==> src/rtl/core/hsvrgb_pkg.sv <==
// shared types and constants for the hsv to rgb converter
// no dependencies
`default_nettype none

package hsvrgb_pkg;

    localparam int HUE_W = 15;
    localparam int LVL_W = 13;
    localparam int REM_W = 12;

    localparam logic [HUE_W-1:0] SECTOR_UNITS = 15'd3840;
    localparam logic [HUE_W-1:0] TURN_UNITS   = 15'd23040;

    typedef enum logic [2:0] {
        SEC_0 = 3'd0,
        SEC_1 = 3'd1,
        SEC_2 = 3'd2,
        SEC_3 = 3'd3,
        SEC_4 = 3'd4,
        SEC_5 = 3'd5
    } t_sector;

    typedef struct packed {
        logic    vld;
        t_sector sector;
    } t_ctrl;

endpackage

`default_nettype wire

==> src/rtl/core/hsv_to_rgb_converter.sv <==
// hsv to rgb converter top level: five register stages, one pixel per cycle while the output is not held
// path: an accepted request passes the prep, scale stage a, b and c, and mux registers to the output
// throughput: one request per cycle; a held result freezes every stage in step
// reset: synchronous active low, clears all stage valid bits, input stalled meanwhile
// depends on hsvrgb_pkg, hsvrgb_prep, hsvrgb_scale, hsvrgb_mux
`default_nettype none

module hsv_to_rgb_converter
    import hsvrgb_pkg::*;
#(
    parameter int FRAC_BITS = 12
) (
    input  wire logic             i_clk,
    input  wire logic             i_rst_n,
    input  wire logic             i_in_valid,
    output logic                  o_in_stall,
    input  wire logic [HUE_W-1:0] i_hue_angle,
    input  wire logic [LVL_W-1:0] i_sat_level,
    input  wire logic [LVL_W-1:0] i_val_level,
    output logic                  o_out_valid,
    input  wire logic             i_out_stall,
    output logic [LVL_W-1:0]      o_red_out,
    output logic [LVL_W-1:0]      o_green_out,
    output logic [LVL_W-1:0]      o_blue_out
);

    localparam int W = FRAC_BITS + 1;

    logic             en;
    logic             in_acc;
    t_ctrl            prep_ctrl;
    t_ctrl            scale_ctrl;
    logic [REM_W-1:0] prep_rem;
    logic [W-1:0]     prep_sat;
    logic [W-1:0]     prep_val;
    logic [W-1:0]     sc_p;
    logic [W-1:0]     sc_q;
    logic [W-1:0]     sc_t;
    logic [W-1:0]     sc_v;

    assign en         = !(o_out_valid && i_out_stall);
    assign o_in_stall = !i_rst_n || !en;
    assign in_acc     = i_in_valid && !o_in_stall;

    hsvrgb_prep #(
        .FRAC_BITS(FRAC_BITS)
    ) u_prep (
        .i_clk       (i_clk),
        .i_rst_n     (i_rst_n),
        .i_en        (en),
        .i_req_vld   (in_acc),
        .i_hue_angle (i_hue_angle),
        .i_sat_level (i_sat_level),
        .i_val_level (i_val_level),
        .o_ctrl      (prep_ctrl),
        .o_rem       (prep_rem),
        .o_sat       (prep_sat),
        .o_val       (prep_val)
    );

    hsvrgb_scale #(
        .FRAC_BITS(FRAC_BITS)
    ) u_scale (
        .i_clk   (i_clk),
        .i_rst_n (i_rst_n),
        .i_en    (en),
        .i_ctrl  (prep_ctrl),
        .i_rem   (prep_rem),
        .i_sat   (prep_sat),
        .i_val   (prep_val),
        .o_ctrl  (scale_ctrl),
        .o_p     (sc_p),
        .o_q     (sc_q),
        .o_t     (sc_t),
        .o_v     (sc_v)
    );

    hsvrgb_mux #(
        .FRAC_BITS(FRAC_BITS)
    ) u_mux (
        .i_clk   (i_clk),
        .i_rst_n (i_rst_n),
        .i_en    (en),
        .i_ctrl  (scale_ctrl),
        .i_p     (sc_p),
        .i_q     (sc_q),
        .i_t     (sc_t),
        .i_v     (sc_v),
        .o_vld   (o_out_valid),
        .o_red   (o_red_out),
        .o_green (o_green_out),
        .o_blue  (o_blue_out)
    );

    a_latency: assert property (@(posedge i_clk) disable iff (!i_rst_n)
        ($past(en, 1) && $past(en, 2) && $past(en, 3) && $past(en, 4) && $past(en, 5))
        |-> (o_out_valid == $past(in_acc, 5)))
        else $error("result valid does not follow request after five cycles");

endmodule

`default_nettype wire

==> src/rtl/core/hsvrgb_prep.sv <==
// first stage: hue wrap, sector split and remainder, level clamping
// depends on hsvrgb_pkg
`default_nettype none

module hsvrgb_prep
    import hsvrgb_pkg::*;
#(
    parameter int FRAC_BITS = 12
) (
    input  wire logic             i_clk,
    input  wire logic             i_rst_n,
    input  wire logic             i_en,
    input  wire logic             i_req_vld,
    input  wire logic [HUE_W-1:0] i_hue_angle,
    input  wire logic [LVL_W-1:0] i_sat_level,
    input  wire logic [LVL_W-1:0] i_val_level,
    output t_ctrl                 o_ctrl,
    output logic [REM_W-1:0]      o_rem,
    output logic [FRAC_BITS:0]    o_sat,
    output logic [FRAC_BITS:0]    o_val
);

    localparam int W  = FRAC_BITS + 1;
    localparam int XW = (W > LVL_W) ? W : LVL_W;
    localparam logic [XW-1:0] ONE_X = XW'(1) << FRAC_BITS;
    localparam logic [HUE_W-1:0] B1 = HUE_W'(SECTOR_UNITS * 1);
    localparam logic [HUE_W-1:0] B2 = HUE_W'(SECTOR_UNITS * 2);
    localparam logic [HUE_W-1:0] B3 = HUE_W'(SECTOR_UNITS * 3);
    localparam logic [HUE_W-1:0] B4 = HUE_W'(SECTOR_UNITS * 4);
    localparam logic [HUE_W-1:0] B5 = HUE_W'(SECTOR_UNITS * 5);

    logic             r_vld;
    t_sector          r_sec;
    logic [REM_W-1:0] r_rem;
    logic [W-1:0]     r_sat;
    logic [W-1:0]     r_val;

    logic [HUE_W-1:0] hue;
    logic [HUE_W-1:0] base;
    t_sector          n_sec;
    logic [REM_W-1:0] n_rem;
    logic [XW-1:0]    sat_x;
    logic [XW-1:0]    val_x;
    logic [W-1:0]     n_sat;
    logic [W-1:0]     n_val;

    always_comb begin
        hue = (i_hue_angle >= TURN_UNITS) ? (i_hue_angle - TURN_UNITS) : i_hue_angle;
        if (hue >= B5) begin
            n_sec = SEC_5;
            base  = B5;
        end else if (hue >= B4) begin
            n_sec = SEC_4;
            base  = B4;
        end else if (hue >= B3) begin
            n_sec = SEC_3;
            base  = B3;
        end else if (hue >= B2) begin
            n_sec = SEC_2;
            base  = B2;
        end else if (hue >= B1) begin
            n_sec = SEC_1;
            base  = B1;
        end else begin
            n_sec = SEC_0;
            base  = '0;
        end
        n_rem = REM_W'(hue - base);
        sat_x = XW'(i_sat_level);
        val_x = XW'(i_val_level);
        n_sat = W'((sat_x > ONE_X) ? ONE_X : sat_x);
        n_val = W'((val_x > ONE_X) ? ONE_X : val_x);
    end

    always_ff @(posedge i_clk) begin
        if (!i_rst_n) begin
            r_vld <= 1'b0;
        end else if (i_en) begin
            r_vld <= i_req_vld;
        end
    end

    always_ff @(posedge i_clk) begin
        if (i_en) begin
            r_sec <= n_sec;
            r_rem <= n_rem;
            r_sat <= n_sat;
            r_val <= n_val;
        end
    end

    assign o_ctrl = '{vld: r_vld, sector: r_sec};
    assign o_rem  = r_rem;
    assign o_sat  = r_sat;
    assign o_val  = r_val;

    a_rem_range: assert property (@(posedge i_clk) disable iff (!i_rst_n)
        r_vld |-> (HUE_W'(r_rem) < SECTOR_UNITS))
        else $error("remainder beyond one sector");

endmodule

`default_nettype wire

==> src/rtl/core/hsvrgb_scale.sv <==
// stages two to four: hue fraction, then p, q and t products
// depends on hsvrgb_pkg
`default_nettype none

module hsvrgb_scale
    import hsvrgb_pkg::*;
#(
    parameter int FRAC_BITS = 12
) (
    input  wire logic             i_clk,
    input  wire logic             i_rst_n,
    input  wire logic             i_en,
    input  wire t_ctrl            i_ctrl,
    input  wire logic [REM_W-1:0] i_rem,
    input  wire logic [FRAC_BITS:0] i_sat,
    input  wire logic [FRAC_BITS:0] i_val,
    output t_ctrl                 o_ctrl,
    output logic [FRAC_BITS:0]    o_p,
    output logic [FRAC_BITS:0]    o_q,
    output logic [FRAC_BITS:0]    o_t,
    output logic [FRAC_BITS:0]    o_v
);

    localparam int W  = FRAC_BITS + 1;
    localparam int YW = REM_W + FRAC_BITS - 8;
    localparam int MW = FRAC_BITS + 5;
    localparam int PW = YW + MW;
    localparam int SW = W + FRAC_BITS;
    localparam longint unsigned RECIP_L = ((64'd1 << (FRAC_BITS + 8)) + 64'd14) / 15;
    localparam logic [MW-1:0] RECIP = MW'(RECIP_L);
    localparam logic [W-1:0]  ONE   = W'(1) << FRAC_BITS;

    // stage a: fraction and p
    logic                 r_a_vld;
    t_sector              r_a_sec;
    logic [FRAC_BITS-1:0] r_a_f;
    logic [W-1:0]         r_a_p;
    logic [W-1:0]         r_a_s;
    logic [W-1:0]         r_a_v;

    logic [YW-1:0]        y;
    logic [PW-1:0]        f_prod;
    logic [2*W-1:0]       p_prod;
    logic [FRAC_BITS-1:0] n_a_f;
    logic [W-1:0]         n_a_p;

    always_comb begin
        y      = YW'(i_rem) << (FRAC_BITS - 8);
        f_prod = PW'(y) * PW'(RECIP);
        n_a_f  = FRAC_BITS'(f_prod >> (FRAC_BITS + 8));
        p_prod = (2*W)'(i_val) * (2*W)'(ONE - i_sat);
        n_a_p  = W'(p_prod >> FRAC_BITS);
    end

    // stage b: s*f and s*(1-f)
    logic         r_b_vld;
    t_sector      r_b_sec;
    logic [W-1:0] r_b_sf;
    logic [W-1:0] r_b_sg;
    logic [W-1:0] r_b_p;
    logic [W-1:0] r_b_v;

    logic [SW-1:0] sf_prod;
    logic [SW-1:0] sg_prod;
    logic [W-1:0]  n_b_sf;
    logic [W-1:0]  n_b_sg;

    always_comb begin
        sf_prod = SW'(r_a_s) * SW'(r_a_f);
        sg_prod = SW'(r_a_s) * SW'(ONE - W'(r_a_f));
        n_b_sf  = W'(sf_prod >> FRAC_BITS);
        n_b_sg  = W'(sg_prod >> FRAC_BITS);
    end

    // stage c: q and t
    logic         r_c_vld;
    t_sector      r_c_sec;
    logic [W-1:0] r_c_p;
    logic [W-1:0] r_c_q;
    logic [W-1:0] r_c_t;
    logic [W-1:0] r_c_v;

    logic [2*W-1:0] q_prod;
    logic [2*W-1:0] t_prod;
    logic [W-1:0]   n_c_q;
    logic [W-1:0]   n_c_t;

    always_comb begin
        q_prod = (2*W)'(r_b_v) * (2*W)'(ONE - r_b_sf);
        t_prod = (2*W)'(r_b_v) * (2*W)'(ONE - r_b_sg);
        n_c_q  = W'(q_prod >> FRAC_BITS);
        n_c_t  = W'(t_prod >> FRAC_BITS);
    end

    always_ff @(posedge i_clk) begin
        if (!i_rst_n) begin
            r_a_vld <= 1'b0;
            r_b_vld <= 1'b0;
            r_c_vld <= 1'b0;
        end else if (i_en) begin
            r_a_vld <= i_ctrl.vld;
            r_b_vld <= r_a_vld;
            r_c_vld <= r_b_vld;
        end
    end

    always_ff @(posedge i_clk) begin
        if (i_en) begin
            r_a_sec <= i_ctrl.sector;
            r_a_f   <= n_a_f;
            r_a_p   <= n_a_p;
            r_a_s   <= i_sat;
            r_a_v   <= i_val;
            r_b_sec <= r_a_sec;
            r_b_sf  <= n_b_sf;
            r_b_sg  <= n_b_sg;
            r_b_p   <= r_a_p;
            r_b_v   <= r_a_v;
            r_c_sec <= r_b_sec;
            r_c_p   <= r_b_p;
            r_c_q   <= n_c_q;
            r_c_t   <= n_c_t;
            r_c_v   <= r_b_v;
        end
    end

    assign o_ctrl = '{vld: r_c_vld, sector: r_c_sec};
    assign o_p    = r_c_p;
    assign o_q    = r_c_q;
    assign o_t    = r_c_t;
    assign o_v    = r_c_v;

    a_p_floor: assert property (@(posedge i_clk) disable iff (!i_rst_n)
        r_c_vld |-> (r_c_p <= r_c_q && r_c_p <= r_c_t))
        else $error("p above q or t");

    a_v_ceiling: assert property (@(posedge i_clk) disable iff (!i_rst_n)
        r_c_vld |-> (r_c_q <= r_c_v && r_c_t <= r_c_v && r_c_v <= ONE))
        else $error("q or t above value");

endmodule

`default_nettype wire

==> src/rtl/core/hsvrgb_mux.sv <==
// last stage: sector permutation into the output register
// depends on hsvrgb_pkg
`default_nettype none

module hsvrgb_mux
    import hsvrgb_pkg::*;
#(
    parameter int FRAC_BITS = 12
) (
    input  wire logic             i_clk,
    input  wire logic             i_rst_n,
    input  wire logic             i_en,
    input  wire t_ctrl            i_ctrl,
    input  wire logic [FRAC_BITS:0] i_p,
    input  wire logic [FRAC_BITS:0] i_q,
    input  wire logic [FRAC_BITS:0] i_t,
    input  wire logic [FRAC_BITS:0] i_v,
    output logic                  o_vld,
    output logic [LVL_W-1:0]      o_red,
    output logic [LVL_W-1:0]      o_green,
    output logic [LVL_W-1:0]      o_blue
);

    localparam int W  = FRAC_BITS + 1;
    localparam int XW = (W > LVL_W) ? W : LVL_W;

    logic             r_vld;
    logic [LVL_W-1:0] r_red;
    logic [LVL_W-1:0] r_green;
    logic [LVL_W-1:0] r_blue;

    logic [W-1:0]  sel_r;
    logic [W-1:0]  sel_g;
    logic [W-1:0]  sel_b;
    logic [XW-1:0] ext_r;
    logic [XW-1:0] ext_g;
    logic [XW-1:0] ext_b;

    always_comb begin
        case (i_ctrl.sector)
            SEC_0: begin
                sel_r = i_v;
                sel_g = i_t;
                sel_b = i_p;
            end
            SEC_1: begin
                sel_r = i_q;
                sel_g = i_v;
                sel_b = i_p;
            end
            SEC_2: begin
                sel_r = i_p;
                sel_g = i_v;
                sel_b = i_t;
            end
            SEC_3: begin
                sel_r = i_p;
                sel_g = i_q;
                sel_b = i_v;
            end
            SEC_4: begin
                sel_r = i_t;
                sel_g = i_p;
                sel_b = i_v;
            end
            default: begin
                sel_r = i_v;
                sel_g = i_p;
                sel_b = i_q;
            end
        endcase
        ext_r = XW'(sel_r);
        ext_g = XW'(sel_g);
        ext_b = XW'(sel_b);
    end

    always_ff @(posedge i_clk) begin
        if (!i_rst_n) begin
            r_vld <= 1'b0;
        end else if (i_en) begin
            r_vld <= i_ctrl.vld;
        end
    end

    always_ff @(posedge i_clk) begin
        if (i_en) begin
            r_red   <= ext_r[LVL_W-1:0];
            r_green <= ext_g[LVL_W-1:0];
            r_blue  <= ext_b[LVL_W-1:0];
        end
    end

    assign o_vld   = r_vld;
    assign o_red   = r_red;
    assign o_green = r_green;
    assign o_blue  = r_blue;

endmodule

`default_nettype wire
==> config.mk <==
export PLATFORM = sky130hd
export DESIGN_NAME = hsv_to_rgb_converter
export DESIGN_NICKNAME = d
export VERILOG_FILES = /design/src/rtl/core/hsvrgb_pkg.sv /design/src/rtl/core/hsv_to_rgb_converter.sv /design/src/rtl/core/hsvrgb_prep.sv /design/src/rtl/core/hsvrgb_scale.sv /design/src/rtl/core/hsvrgb_mux.sv
export SDC_FILE = /design/constraint.sdc
export NUM_CORES = 2
export LEC_CHECK = 0
export ABC_AREA = 1
export BUFFER_PORTS_ARGS = -buffer_cell sky130_fd_sc_hd__buf_2
export CELL_PAD_IN_SITES_DETAIL_PLACEMENT = 1
export CELL_PAD_IN_SITES_GLOBAL_PLACEMENT = 1
export CORE_MARGIN = 2
export CORE_UTILIZATION = 40
export DETAILED_ROUTE_END_ITERATION = 10
export GPL_TIMING_DRIVEN = 0
export PLACE_DENSITY_LB_ADDON = 0.12
export SYNTH_ARGS = -nofsm -noshare
export SYNTH_HDL_FRONTEND = slang
export SYNTH_SLANG_ARGS = --single-unit
==> constraint.sdc <==
create_clock -name i_clk -period 9.65 [get_ports i_clk]
set_input_delay 0.4825 -clock i_clk [delete_from_list [all_inputs] [get_ports i_clk]]
set_output_delay 0.4825 -clock i_clk [all_outputs]
set_load 0.05 [all_outputs]
Word-level counts from Yosys, hierarchy flattened
Index checks and enable logic that the tools add are counted.

storage, ports and cells
  output and inout port bits = 41
  register bits after elaboration = 249

cells by class
  equality and inequality tests = 4
  mux-type cells = 13
  reduce and logical (&&, ||, !) cells = 11
  magnitude comparators = 8
  $add $sub $neg = 6
  $mul = 6

operators by type and width
  operator                  number
  $pmux W13 S3              3
  $mul A13 B26 Y25          3
  $mux W12                  5
  $sub A13 B13 Y14 const A  3
  $ge A15 B14 Y1 const B    2
  $ge A15 B15 Y1 const B    2
  $mul A12 B16 Y27 const B  1
  $gt A13 B13 Y1 const B    2
  $mul A13 B12 Y25          1
  $mul A13 B25 Y25          1
  $ge A15 B12 Y1 const B    1
  $ge A15 B13 Y1 const B    1
  $mux W15                  1
  $sub A15 B15 Y15 const B  1
  $sub A13 B12 Y14 const A  1
  $sub A12 B12 Y12          1
  $reduce_or A2 Y1          5
  $eq A3 B2 Y1 const B      2
  $mux W3                   2
  $eq A3 B1 Y1 const B      1
  $eq A3 B3 Y1 const B      1
  $logic_not A3 Y1          1
  $logic_and A1 B1 Y1       2
  $logic_not A1 Y1          2
  other kinds (2)           3

Logic depth before layout (Yosys ltp)
  word-level depth = 9
  depth in mapped cells = 32
  gate-level depth less buffers = 31

By module
A second synthesis with hierarchy kept.

unflattened totals
  cell total of the unflattened synthesis = 5124
  area total of the unflattened synthesis = 41527.3 µm²

modules (own cells, without submodules)
  module                cells an instance  area each (µm²)  instances  sequential area each (µm²)
  hsvrgb_scale          4625               37140.6          1          4984.8
  hsvrgb_mux            290                2313.5           1          1191.1
  hsvrgb_prep           205                2050.7           1          1251.2
  hsv_to_rgb_converter  4                  22.5             1          0.0

Worst setup path after synthesis
No wires, ideal clock.

  kind = register to output
  start = register u_mux.r_vld, in the netlist u_mux.o_vld
  end = output o_in_stall
  required time = 9167 ps
  path slack = 1323 ps
  cell stages (with the launch flop) = 3
  arrival time = 7844 ps
  buffers on the path = 0
  path through = dfxtp_1 > nand2_1 > nand2_1

on the way
  longest elaborated chain between the ends = 2

ends and longest elaborated chain
  element                 RTL line                    source
  start, declared         hsvrgb_mux.sv:27            logic r_vld;
  start signal, assigned  hsvrgb_mux.sv:81            r_vld <= i_ctrl.vld;
  $logic_and A1 B1 Y1     hsv_to_rgb_converter.sv:41  assign en = !(o_out_valid && i_out_stall);
  $logic_or A1 B1 Y1      hsv_to_rgb_converter.sv:42  assign o_in_stall = !i_rst_n || !en;
  end, declared           hsv_to_rgb_converter.sv:16  output logic o_in_stall,

Every way passes these cells.

Worst setup path after layout
  start = register u_scale.r_b_sg[0]
  end = register u_scale.r_c_t[9], in the netlist u_scale.o_t[9] (data pin)

on the way
  longest elaborated chain between the ends = 2

ends and longest elaborated chain
  element                 RTL line             source
  start, declared         hsvrgb_scale.sv:59   logic [W-1:0] r_b_sg;
  start signal, assigned  hsvrgb_scale.sv:116  r_b_sg <= n_b_sg;
  $sub A13 B13 Y14        hsvrgb_scale.sv:90   t_prod = (2*W)'(r_b_v) * (2*W)'(ONE - r_b_sg);
  $mul A13 B26 Y25        hsvrgb_scale.sv:90
  via u_scale.t_prod[21]  hsvrgb_scale.sv:84   logic [2*W-1:0] t_prod;
  end signal, assigned    hsvrgb_scale.sv:122  r_c_t <= n_c_t;
  end, declared           hsvrgb_scale.sv:80   logic [W-1:0] r_c_t;

The timed path passes the listed nets, and every way through them passes these cells.
A chain may end at the register's enable or synchronous reset.

==> results.yml <==
floorplanning:
  coreArea_um2: 103000
  initial_core_util_pct: 40.2
  die_w_um: 326
  rows: 118
  die_h_um: 326
  dieArea_um2: 106000
  pin_count: 86
setup_path:
  r2r_start: "u_scale.r_b_sg[0]"
  required_ns: 9.97
  path_max_fanout: 10
  worstSetupPathType: "reg -> reg"
  cp.arrival_ns: 8.11
  worstSetupEndpointType: "flop"
  startpoint: "u_scale.r_b_sg[0]"
  cp-start-kind: "flop"
flow_run:
  maxCapViolations: 0
clock_tree:
  cts_resized: 0
  root_buffer: "clkbuf_16"
  postCtsSetupRepairBufs: 0
  cts_buffers: 29
  clk_pin_slew_ns: 0.06
  cts.htree.levels: 1
  cts.sinks: 249
  clock_latency_ns: 0.62
  cts_buffer_depth: 3
  ctsHoldBuffers: 0
  cts_tree: "built"
global_routing:
  grt-ovfl-total: 0
  track_usage_pct: 24.1
  grt_pass1_wl_mm: 199
  grt_max_degree: 75
  grt_pass1_vias: 35000
  antenna_found_initial: 0
finish:
  syn_to_final_growth_pct: 7.79
  antenna_cells: 0
  fillers: 12600
  layout.nets: 6122
  finish.utilization_pct: 43.3
  layout-drive-gt1-share_pct: 4.93
  final_cells: 6447
sta:
  max-slew-margin-rel_pct: 10.9
  hold_viol_final: 0
  max_freq_ghz: 0.128
  final_max_slew_viol_count: 0
  setup_violations: 0
  grt_setup_unrepaired: "false"
  finalWorstSetupSlack_ns: 1.87
  min_period_ns: 7.78
  skew_ns: 0.0336
  worst_slew_pin_slew_ns: 1.33
  finalSetupTns_ns: 0
  fin_crit_sh_pct: 80.7
place:
  preCtsSetupSlack_ns: 1.83
  dpl.cell_count: 6393
  gp_congestion: 0.892
  hpwl_mm: 106
  port_buffers: 84
drt:
  highest_layer: "met4"
  vias: 31700
  routed_wl_mm: 124
  drt-pass1-iter-count: 5
  wire_per_inst_um: 19.2
  wl_met2_mm: 60.2
  drt-met1-wl_mm: 56.1
  viasPerCell: 4.92
  wl_met3_mm: 4.29
  drc: 0
  drtIter0Drc: 1574
  antenna_left: 0
yosys:
  ys_ff_latch: 249
  avgSynthCellArea_um2: 8.41
  synthArstFlopShare_pct: 0
  yosys.cell_count.top_type: "inv_1"
  synthTopCellsByArea: "fa_1, edfxtp_1, inv_1"
  syn-cell-area_um2: 41400
  seq_area_frac_synth_pct: 17.9
  syn_nets: 6004
  synth.distinct_cells: 64
  yosysTopAreaCellShare_pct: 35.1
  yosysTopAreaCell: "fa_1"
  yosys_warnings: 0
  netlist_top_cells_count: "inv_1, nand2_1, fa_1, nor2_1, ha_1"
  postSynthCellCount: 4926
  synth_ff_type: "edfxtp_1"
  synth_edf_count: 244
outcome:
  outcome: "complete, no violations"
worst_hold_path:
  hp-class: "in -> reg"
  hold_start: "i_hue_angle[3]"
-- cell usage in the layout, fill, tap and decap left out, types with 11 or more instances in the layout --
cell       instances
nor2_1           442
a21o_1            11
fa_1             726
or2_2             16
nand2_2           17
clkbuf_16         29
xor2_1            61
clkbuf_1         100
xnor2_1           40
nor2_2            24
inv_2             14
o21bai_1          16
nand3_1           93
nand4_1           38
nor3_1            31
buf_2             90
o2111ai_1         25
o21ai_0           85
nor4_1            14
inv_1           1343
nand2_1         1020
a21oi_1          128
edfxtp_1         244
ha_1             307
-- layout make-up --
type	instances	area, um^2	area share, %
multi-input cells	3196	28400	63.6
flip-flops and latches	249	7430	16.6
inverters	1369	5160	11.5
well taps	1380	1730	3.87
clock buffers	32	737	1.65
repair buffers	87	495	1.11
plain buffers	112	459	1.03
clock inverters	22	262	0.586
-- routing by layer --
metal / up-vias / global-route usage (%)
met3: 144 / 2.20
li1: 14900 / -
met4: 0 / 6.14
met5: - / 0
met1: 16200 / 32.6
met2: 496 / 41.7
-- cell families (layout without fill, tap and decap cells) --
logic type	after synthesis	count (layout)	share of synthesized area, %
buffers and inverters	1481	1622	13.6
xor gates and xnor gates	103	103	2.24
and+or+nand+nor	1725	1725	17.1
DFF	249	249	17.9
adders and majority gates	1033	1033	44.4
AOI/OAI and AO/OA	335	335	4.86
-- worst paths after layout --
check                 endpoint  cells after the start  slack [ns]
min reg2reg  u_scale.r_b_p[12]                      0        0.42
max reg2reg     u_scale.o_t[9]                     20        1.87
min            u_prep.o_rem[3]                      1        0.07
max             u_scale.o_t[9]                     20        1.87
-- critical path, cell delays in order (launching register included) --
cell	delay (ns)
edfxtp_1	0.63
clkbuf_1	0.59
inv_1	0.26
ha_1	0.29
xnor2_1	1.01
inv_1	0.41
nor2_1	0.25
fa_1	0.47
fa_1	0.42
fa_1	0.49
fa_1	0.49
inv_1	0.05
fa_1	0.57
inv_1	0.07
ha_1	0.37
nand2_1	0.14
nor2_1	0.16
nand2_1	0.07
o21ai_0	0.37
a21oi_1	0.16
xor2_1	0.19
-- per-stage QoR --
stage	instance area (um^2)	hold slack [ns]
CTS	44700	0.0305
global route	44700	0.0530
global placement	43600	0.400
finish	44700	0.0699
detailed placement	43700	0.406
floorplan	41400	0.400
Power is left out: the tool's default activity adds up to more than one toggle a clock period on the data nets, which glitch-free logic cannot reach.
